==> src/rtl/resol_pkg.sv <==
// ----------------------------------------------------------------------------
// resol_pkg - shared types and constants for the ring entry store
// Ring depth, pointer widths, transaction payloads and the controller to
// datapath command and status bundles.
// ----------------------------------------------------------------------------
package resol_pkg;

    // Ring geometry
    localparam int DEPTH = 16;
    localparam int PTR_W = (DEPTH > 1) ? $clog2(DEPTH) : 1;

    // Field widths fixed by the transaction format
    localparam int HANDLE_W = 32;
    localparam int SIZE_W   = 16;
    localparam int OFS_W    = 24;
    localparam int IDX_W    = 4;

    // Operation codes
    localparam logic OP_ADD  = 1'b0;
    localparam logic OP_FIND = 1'b1;

    // Input transaction
    typedef struct packed {
        logic                opcode;
        logic [HANDLE_W-1:0] new_handle;
        logic [SIZE_W-1:0]   new_size;
        logic [OFS_W-1:0]    query_offset;
    } t_in;

    // Result transaction
    typedef struct packed {
        logic                evicted_valid;
        logic [HANDLE_W-1:0] evicted_handle;
        logic                found;
        logic [IDX_W-1:0]    found_index;
        logic [HANDLE_W-1:0] found_handle;
        logic [SIZE_W-1:0]   found_size;
        logic [SIZE_W-1:0]   offset_in_entry;
    } t_out;

    // Controller to datapath commands
    typedef struct packed {
        logic load;   // capture the incoming transaction, prime the walk
        logic add;    // store the entry, evict when full, write the result
        logic step;   // examine one slot of the walk
        logic last;   // this step examines the final slot
    } t_cmd;

    // Datapath to controller status
    typedef struct packed {
        logic hit;    // the slot under examination holds the offset
    } t_sts;

    // Advance a ring pointer with wrap
    function automatic logic [PTR_W-1:0] ptr_next(input logic [PTR_W-1:0] p);
        logic [PTR_W-1:0] res;
        if (p == PTR_W'(DEPTH - 1)) begin
            res = '0;
        end else begin
            res = p + PTR_W'(1);
        end
        return res;
    endfunction

endpackage

==> src/rtl/ring_entry_store_offset_lookup_top.sv <==
// ----------------------------------------------------------------------------
// ring_entry_store_offset_lookup_top - overwriting ring with offset lookup
// Stores handle and size entries in a ring and finds the entry holding a
// byte offset into all entries placed end to end.
// ----------------------------------------------------------------------------
// Usage:
//   Drive a transaction on i_cmd and raise start; it is taken at a clock edge
//   with start high and busy low. busy stays high while it is processed.
//   An add goes from acceptance through the add state to the result strobe. A find walks
//   the ring from the oldest slot, one slot per cycle through a single
//   compare and subtract, and stops at the slot holding the offset or at the last slot.
//   Each transaction gives exactly one result on o_res, valid for the one
//   cycle that o_strobe is high; the receiver cannot stall it. busy drops
//   in the strobe cycle, so the next transaction may be taken alongside it.
//   Reset (synchronous, active low) empties the ring: pointers and full
//   flag clear and every slot reads as size zero until written.
// ----------------------------------------------------------------------------
module ring_entry_store_offset_lookup_top
    import resol_pkg::*;
(
    input  logic i_clk,
    input  logic i_rst_n,
    input  logic start,
    input  t_in  i_cmd,
    output logic busy,
    output logic o_strobe,
    output t_out o_res
);

    t_cmd cmd;
    t_sts sts;

    // Sequence the transaction
    resol_ctrl u_ctrl (
        .i_clk    (i_clk),
        .i_rst_n  (i_rst_n),
        .i_start  (start),
        .i_opcode (i_cmd.opcode),
        .i_sts    (sts),
        .o_cmd    (cmd),
        .o_busy   (busy),
        .o_strobe (o_strobe)
    );

    // Stores, pointers and result register
    resol_dp u_dp (
        .i_clk   (i_clk),
        .i_rst_n (i_rst_n),
        .i_in    (i_cmd),
        .i_cmd   (cmd),
        .o_sts   (sts),
        .o_res   (o_res)
    );

`ifndef SYNTHESIS
    a_strobe_single : assert property (@(posedge i_clk) disable iff (!i_rst_n)
        o_strobe |=> !o_strobe)
        else $error("result strobe held for more than one cycle");

    a_accept_busy : assert property (@(posedge i_clk) disable iff (!i_rst_n)
        (start && !busy) |=> busy)
        else $error("busy not raised after an accepted transaction");

    a_strobe_idle : assert property (@(posedge i_clk) disable iff (!i_rst_n)
        o_strobe |-> !busy)
        else $error("result strobed while still busy");

    a_result_kind : assert property (@(posedge i_clk) disable iff (!i_rst_n)
        o_strobe |-> !(o_res.evicted_valid && o_res.found))
        else $error("result reports both an eviction and a find");
`endif

endmodule

==> src/rtl/resol_ctrl.sv <==
// ----------------------------------------------------------------------------
// resol_ctrl - sequencing controller for the ring entry store
// Accepts a transaction, runs an add step or a slot-by-slot walk, and
// raises the result strobe for one cycle at the end.
// ----------------------------------------------------------------------------
module resol_ctrl
    import resol_pkg::*;
(
    input  logic i_clk,
    input  logic i_rst_n,
    input  logic i_start,
    input  logic i_opcode,
    input  t_sts i_sts,
    output t_cmd o_cmd,
    output logic o_busy,
    output logic o_strobe
);

    typedef enum logic [1:0] {
        S_IDLE,
        S_ADD,
        S_WALK
    } t_state;

    t_state           r_state, n_state;
    logic             r_busy, n_busy;
    logic             r_strobe, n_strobe;
    logic [PTR_W-1:0] r_cnt, n_cnt;

    // Decode commands from the current state
    always_comb begin
        o_cmd.load = i_start && !r_busy;
        o_cmd.add  = (r_state == S_ADD);
        o_cmd.step = (r_state == S_WALK);
        o_cmd.last = (r_cnt == PTR_W'(DEPTH - 1));
    end

    // Next state and registered outputs
    always_comb begin
        n_state  = r_state;
        n_busy   = r_busy;
        n_strobe = 1'b0;
        n_cnt    = r_cnt;
        case (r_state)
            S_IDLE: begin
                if (o_cmd.load) begin
                    n_busy  = 1'b1;
                    n_cnt   = '0;
                    n_state = (i_opcode == OP_FIND) ? S_WALK : S_ADD;
                end
            end
            S_ADD: begin
                n_busy   = 1'b0;
                n_strobe = 1'b1;
                n_state  = S_IDLE;
            end
            S_WALK: begin
                if (i_sts.hit || o_cmd.last) begin
                    n_busy   = 1'b0;
                    n_strobe = 1'b1;
                    n_state  = S_IDLE;
                end else begin
                    n_cnt = r_cnt + PTR_W'(1);
                end
            end
            default: begin
                n_busy  = 1'b0;
                n_state = S_IDLE;
            end
        endcase
    end

    // Hold state and registered outputs
    always_ff @(posedge i_clk) begin
        if (!i_rst_n) begin
            r_state  <= S_IDLE;
            r_busy   <= 1'b0;
            r_strobe <= 1'b0;
            r_cnt    <= '0;
        end else begin
            r_state  <= n_state;
            r_busy   <= n_busy;
            r_strobe <= n_strobe;
            r_cnt    <= n_cnt;
        end
    end

    assign o_busy   = r_busy;
    assign o_strobe = r_strobe;

endmodule

==> src/rtl/resol_dp.sv <==
// ----------------------------------------------------------------------------
// resol_dp - datapath of the ring entry store
// Entry stores with per-slot valid bits, ring pointers, the walk
// registers and the result register.
// ----------------------------------------------------------------------------
module resol_dp
    import resol_pkg::*;
(
    input  logic i_clk,
    input  logic i_rst_n,
    input  t_in  i_in,
    input  t_cmd i_cmd,
    output t_sts o_sts,
    output t_out o_res
);

    // Entry stores; a slot not yet written reads as size zero
    logic [HANDLE_W-1:0] r_handle [DEPTH];
    logic [SIZE_W-1:0]   r_size   [DEPTH];
    logic [DEPTH-1:0]    r_valid;

    // Ring pointers
    logic [PTR_W-1:0]    r_wr_ptr, n_wr_ptr;
    logic [PTR_W-1:0]    r_rd_ptr, n_rd_ptr;
    logic                r_full, n_full;

    // Captured transaction and walk state
    t_in                 r_in;
    logic [PTR_W-1:0]    r_pos;
    logic [OFS_W-1:0]    r_rem;
    t_out                r_res, n_res;

    logic [PTR_W-1:0]    rd_addr;
    logic [HANDLE_W-1:0] rd_handle;
    logic [SIZE_W-1:0]   rd_size;
    logic [OFS_W-1:0]    rd_size_ext;
    logic                hit;
    logic [31:0]         pos_wide;

    // Select the slot to read: oldest entry on add, walk position on find
    always_comb begin
        rd_addr     = i_cmd.add ? r_rd_ptr : r_pos;
        rd_handle   = r_handle[rd_addr];
        rd_size     = r_valid[rd_addr] ? r_size[rd_addr] : '0;
        rd_size_ext = OFS_W'(rd_size);
        hit         = (r_rem < rd_size_ext);
        pos_wide    = 32'(r_pos);
    end

    assign o_sts.hit = hit && i_cmd.step;

    // Pointer and full flag update on add
    always_comb begin
        n_wr_ptr = r_wr_ptr;
        n_rd_ptr = r_rd_ptr;
        n_full   = r_full;
        if (i_cmd.add) begin
            n_wr_ptr = ptr_next(r_wr_ptr);
            if (r_full) begin
                n_rd_ptr = ptr_next(r_rd_ptr);
            end else if (ptr_next(r_wr_ptr) == r_rd_ptr) begin
                n_full = 1'b1;
            end
        end
    end

    // Hold control state: pointers, full flag, valid bits
    always_ff @(posedge i_clk) begin
        if (!i_rst_n) begin
            r_wr_ptr <= '0;
            r_rd_ptr <= '0;
            r_full   <= 1'b0;
            r_valid  <= '0;
        end else begin
            r_wr_ptr <= n_wr_ptr;
            r_rd_ptr <= n_rd_ptr;
            r_full   <= n_full;
            if (i_cmd.add) begin
                r_valid[r_wr_ptr] <= 1'b1;
            end
        end
    end

    // Write the entry stores
    always_ff @(posedge i_clk) begin
        if (i_cmd.add) begin
            r_handle[r_wr_ptr] <= r_in.new_handle;
            r_size[r_wr_ptr]   <= r_in.new_size;
        end
    end

    // Form the next result: eviction on add, located slot or none on find
    always_comb begin
        n_res = r_res;
        if (i_cmd.add) begin
            n_res                = '0;
            n_res.evicted_valid  = r_full;
            n_res.evicted_handle = r_full ? rd_handle : '0;
        end else if (i_cmd.step && hit) begin
            n_res                 = '0;
            n_res.found           = 1'b1;
            n_res.found_index     = pos_wide[IDX_W-1:0];
            n_res.found_handle    = rd_handle;
            n_res.found_size      = rd_size;
            n_res.offset_in_entry = r_rem[SIZE_W-1:0];
        end else if (i_cmd.step && i_cmd.last) begin
            n_res = '0;
        end
    end

    // Capture the transaction, advance the walk, hold the result
    always_ff @(posedge i_clk) begin
        if (i_cmd.load) begin
            r_in  <= i_in;
            r_pos <= r_rd_ptr;
            r_rem <= i_in.query_offset;
        end else if (i_cmd.step && !hit) begin
            r_pos <= ptr_next(r_pos);
            r_rem <= r_rem - rd_size_ext;
        end

        r_res <= n_res;
    end

    assign o_res = r_res;

endmodule

==> config.mk <==
export PLATFORM = sky130hd
export DESIGN_NAME = ring_entry_store_offset_lookup_top
export DESIGN_NICKNAME = d
export VERILOG_FILES = /design/src/rtl/resol_pkg.sv /design/src/rtl/ring_entry_store_offset_lookup_top.sv /design/src/rtl/resol_ctrl.sv /design/src/rtl/resol_dp.sv
export SDC_FILE = /design/constraint.sdc
export NUM_CORES = 1
export LEC_CHECK = 0
export ABC_AREA = 1
export BUFFER_PORTS_ARGS = -buffer_cell sky130_fd_sc_hd__buf_2
export CAP_MARGIN = 20
export CORE_MARGIN = 2
export CORE_UTILIZATION = 64
export CTS_BUF_LIST = sky130_fd_sc_hd__clkbuf_8
export DETAILED_ROUTE_END_ITERATION = 6
export HOLD_SLACK_MARGIN = 0.05
export PLACE_DENSITY_LB_ADDON = 0.3
export SYNTH_ARGS = -nofsm -noshare
export SYNTH_HDL_FRONTEND = slang
export SYNTH_HIERARCHICAL = 1
export SYNTH_SLANG_ARGS = --single-unit
==> constraint.sdc <==
create_clock -name i_clk -period 4.5 [get_ports i_clk]
set_clock_uncertainty 0.15 [all_clocks]
set_input_delay 0.9 -clock i_clk [delete_from_list [all_inputs] [get_ports i_clk]]
set_output_delay 0.9 -clock i_clk [all_outputs]
set_load 0.01 [all_outputs]
* After elaboration in Yosys (flattened, before gate mapping)
Memory sizes are Yosys's and may differ from the RTL's.
Index checks and enable logic that the tools add are counted.
** Word-level totals
- Memory bits (writable) :: 768
- Register bits after elaboration :: 211
- Input port bits :: 76
- Output and inout bits :: 104
- Memories :: 2
- Word-level logic and storage cells :: 92
** Operators by class
- Bitwise operators :: 1
- Reduce and logical (&&, ||, !) cells :: 16
- Add/sub/neg operators :: 5
- Equal/unequal tests :: 10
- $lt $le $gt $ge :: 4
- Mux-type cells :: 35
** Memory list
- u_dp.r_handle :: depth 16, width 32, read ports 1, clocked after memory_dff 0, write ports 1, line resol_dp.sv:18 : logic [HANDLE_W-1:0] r_handle [DEPTH];
- u_dp.r_size :: depth 16, width 16, read ports 1, clocked after memory_dff 0, write ports 1, line resol_dp.sv:19 : logic [SIZE_W-1:0] r_size [DEPTH];
** Operators with widths (count)
- 102-bit 2-to-1 mux :: 3
- 24-bit 2-to-1 mux :: 2
- 4-bit 2-to-1 mux :: 10
- 32-bit 2-to-1 mux :: 1
- 24-bit by 16-bit < comparator with 1-bit output :: 1
- 24-bit by 16-bit subtractor with 24-bit output :: 1
- 4-bit by 1-bit adder with 4-bit output (second input constant) :: 4
- 4-bit equality test (second input constant) :: 4
- 16-bit 2-to-1 mux :: 1
- 16-bit bitwise OR :: 1
- 4-bit by 5-bit < comparator with 1-bit output (second input constant) :: 2
- 1-bit 2-to-1 mux :: 9
- 4-bit case mux with 2 select lines :: 1
- 2-bit 2-to-1 mux :: 3
- 2-bit != test (second input constant) :: 3
- 2-bit nonzero test :: 3
- 1-bit logical AND :: 5
- 1-bit binary-select mux with 4-bit select :: 1
- 1-bit demux with 4-bit select :: 1
- 4-bit equality test :: 1
- 4-bit by 1-bit >= comparator with 1-bit output (second input constant) :: 1
- 1-bit case mux with 2 select lines :: 2
- 2-bit case mux with 2 select lines :: 1
- 2-bit AND reduction :: 2
- 7 further kinds :: 8

* Logic depth before layout (Yosys ltp)
- Word-level depth :: 10
- Gate-level depth with buffers :: 32
- Depth with buffers taken out :: 30

* Modules after synthesis
The synthesis kept the hierarchy.
** Modules (own cells, without submodules)
- resol_dp :: area each 39988.4 um2, instances 1, cells each 3612, seq. area each 28217.1 um2
- resol_ctrl :: area each 474.2 um2, instances 1, cells each 69, seq. area each 160.2 um2

* Worst setup path before layout
Ideal clock, no wire load.
- Kind :: reg2reg
- From :: register u_ctrl.r_state[1]
- To :: register u_dp.r_res (netlist bit u_dp/o_res[16])
- Buffers on the path :: 5
- Setup time :: 113 ps
- Clock period less this slack :: 4079 ps
- Cell stages (with the launch flop) :: 30
- Required time :: 4237 ps
- Data arrival time :: 3816 ps
- Setup slack :: 421 ps
- Cells stage by stage :: dfxtp_1 -> inv_1 -> ha_1 -> buf_6 -> nor2_1 -> nor2_4 -> buf_4 -> buf_2 -> nand3_1 -> nand3_1 -> nand2_1 -> nand2_1 -> nand2_1 -> nand2_1 -> inv_1 -> ha_1 -> inv_1 -> fa_1 -> nand2_1 -> nand2_1 -> nand3_1 -> nand2_1 -> nand2_1 -> nand3_2 -> nand2_2 -> inv_2 -> buf_4 -> buf_6 -> nand2_1 -> nand2_1
** RTL lines
- start, declared :: line resol_ctrl.sv:25 : t_state r_state, n_state;
- start signal, assigned :: line resol_ctrl.sv:81 : r_state <= n_state;
- end signal, assigned :: line resol_dp.sv:122 : r_res <= n_res;
- end, declared :: line resol_dp.sv:31 : t_out r_res, n_res;

==> results.yml <==
sta:
  slew_headroom: 0.281
  setup_viol: 0
  fin_crit_ps: 4390
  tightest_slew_ps: 1080
  hold_viol_final: 0
  fin_crit_sh: 0.976
  max_freq_mhz: 228
  slew_viol_final: 0
  setup_ws_ps: 106
synthesis:
  ys_seq_area_frac: 0.701
  synthFlopType: "edfxtp_1"
  synth_edf_count: 877
  yosysMostFrequentCell: "nand2_1"
  postSynthCellCount: 3681
  syn-num-nets: 3784
  synth-seq-cells: 979
  synth_cell_type_count: 38
  yosysWarnings: 6
  yosys.area.top_type: "edfxtp_1"
  syn-cell-area_sq_um: 40500
  synth_top_area_frac: 0.651
  ys_async_sr_fraction: 0
  avgSynthCellArea_sq_um: 11.0
  synth_top_cells_by_count: "nand2_1, edfxtp_1, nand3_1, inv_1, buf_2"
  synth_area_leaders: "edfxtp_1, nand2_1, nand3_1"
clock_tree:
  root_buffer: "clkbuf_8"
  cts.sinks: 979
  cts_buffer_depth: 3
  numCtsBuffers: 152
  clk_latency_ps: 830
  htree_levels: 4
  cts.clk_slew.worst_paths_ps: 60
  cts_tree: "yes"
routing:
  first_iter_violations: 3536
  vias_per_cell: 5.83
  wl_per_cell_um: 21.0
  routed_wl_mm: 103
  vias: 28500
  drc: 5
  dr.pass1.iters: 7
  antenna_left: 0
global_routing:
  grt_pass1_wl_mm: 152
  grt_start_max_net_pins: 115
  grt-ovfl-total: 0
  grt_pass1_vias: 27100
  grt.total_usage: 0.305
  antenna_found_initial: 2
final_layout:
  nets: 4022
  nFillCells: 4071
  final_layout_size_suffix_gt1_frac: 0.124
  utilization: 0.727
  finalNonFillerCells: 4888
  fin_area_sq_um: 45600
  area_growth_pct: 12.7
power_and_ir_drop:
  peakVddDrop_mv: 0.383
  power_mw: 27.4
  power_leakage_nw: 18.2
  power_density_nw_per_um2: 601
placement:
  gp_congestion: 0.959
  port-buffer-count: 179
  place_inst: 4587
  hpwl_mm: 54.5
  dp_slack_ps: 98.8
  place_area_sq_um: 42400
critical_path:
  cp-end-kind: "flip-flop"
  slowest_delay_ps: 350
  cp_data_required_time_ps: 5050
  critical_path.max_fanout: 45
  critical_path_class: "reg2reg"
  cp.arrival_ps: 4940
  cp-start-kind: "flip-flop"
  cp_common_cell: "nand2_1"
  slowest_stage: "dfxtp_1"
floorplan:
  io_pins: 180
  rows: 92
  die_area_sq_um: 65200
  initial_utilization: 0.645
  die_y_um: 255
  coreArea_sq_um: 62700
  die_w_um: 255
run_status:
  violations: "DRC"
  status: "finished with violations"
worst_hold_path:
  hp-class: "in2reg"
job:
  cap_violations: 0
==> critical path, delay by kind of cell (launching register included) <==
| kind | cells | cell delay (ps) |
|---|---|---|
| adder cells (fa/ha/maj) | 2 | 510 |
| buffers and inverters | 7 | 1030 |
| AO/OA/AOI/OAI | 1 | 120 |
| flip-flops | 1 | 350 |
| AND/OR/NAND/NOR | 16 | 2050 |
==> power by group <==
group / total [mW] / internal, mW / switching (mW) / leakage, nW
sequential: 11.1 / 10.6 / 0.454 / 8.79
clock: 6.74 / 3.35 / 3.39 / 1.63
combinational: 9.62 / 2.92 / 6.71 / 7.79
==> cell type report <==
cell class,instances,area (sq um),area share
Antenna cell,1,2.50,0.0000549
Clock buffer,159,2190,0.0480
Clock inverter,117,552,0.0121
Inverter,243,925,0.0203
Multi-Input combinational cell,2272,10500,0.229
Sequential cell,979,28400,0.622
Tap cell,846,1060,0.0232
Timing Repair Buffer,271,2050,0.0450
==> state kept, by name (all words and copies together) (netlist names) <==
name             count
u_ctrl/r_cnt         4
u_dp/r_wr_ptr        4
u_ctrl/o_strobe      1
u_dp/r_size        256
u_dp/r_valid        16
u_dp/o_res         102
u_dp/r_in           48
u_dp/r_full          1
u_dp/r_handle      512
u_dp/r_pos           4
u_ctrl/r_state       2
u_dp/r_rd_ptr        4
u_ctrl/o_busy        1
u_dp/r_rem          24
==> metal layers <==
layer | part of all wire | track usage | routed length, um
met4 | 0.040 | 0.134 | 4090
met5 | 0.00011 | 0 | 11
met1 | 0.38 | 0.409 | 38700
met2 | 0.47 | 0.484 | 48100
met3 | 0.11 | 0.0682 | 11700
==> cells in the final DEF, fill, tap and decap left out, types with 4 or more instances in the layout <==
master         synthesis  final
buf_12                 0     23
clkinv_2               0     10
ha_1                  26     25
edfxtp_1             877    877
nor2_1               102     84
inv_2                  5      4
or2_2                  5      5
buf_2                137    179
xor2_1                 6      6
dlygate4sd3_1          0      7
clkinvlp_4             0      5
nand2_8                0      5
clkinv_1               0     29
nand3b_1               6      6
buf_6                  5      4
nand4_1                8      8
nor3_1                 4      4
o22ai_1                5      5
clkbuf_8               0    159
buf_4                 14     49
o21ai_0               21     21
o211ai_1             128    128
a21oi_1               61     61
nand3_1              507    507
dfxtp_1              102    102
nand2_1             1363   1358
nand2_2                4      8
clkbuf_16              0      4
nor2_4                 1     18
inv_1                238    301
==> cell families (layout without fill, tap and decap cells) <==
family	count (synthesis)	after routing	share of synthesized area
AOI/OAI and AO/OA	223	223	0.0364
xor gates and xnor gates	9	9	0.00195
adders and majority gates	27	27	0.00853
buffers and inverters	434	790	0.0467
DFF	979	979	0.701
other	0	1	0
and+or+nand+nor	2009	2013	0.205
==> final timing paths <==
| check | depth (start not counted) | slack (ps) | from | end |
|---|---|---|---|---|
| setup / recovery | 26 | 110 | u_ctrl/r_state[1] | u_dp/o_res[32] |
| hold / removal | 1 | 100 | i_cmd[29] | u_dp/r_in[29] |
| setup reg to reg | 26 | 110 | u_ctrl/r_state[1] | u_dp/o_res[32] |
| hold reg to reg | 2 | 290 | u_dp/o_res[1] | u_dp/o_res[1] |
==> per-stage QoR <==
stage / hold slack [ps] / TNS (ps)
final: 104 / 0
after global routing: 68.9 / -2350
after CTS: 51.4 / 0
after detailed placement: 278 / 0
after global placement: 276 / 0
after floorplan: 280 / 0
==> timing repair <==
item,CTS,global route
buffers inserted,0,8
resized for setup,0,24
hold buffers,7,0
setup endpoints to repair,0,139
hold endpoints to repair,7,0
No activity file was read; power rests on OpenSTA's default activity.
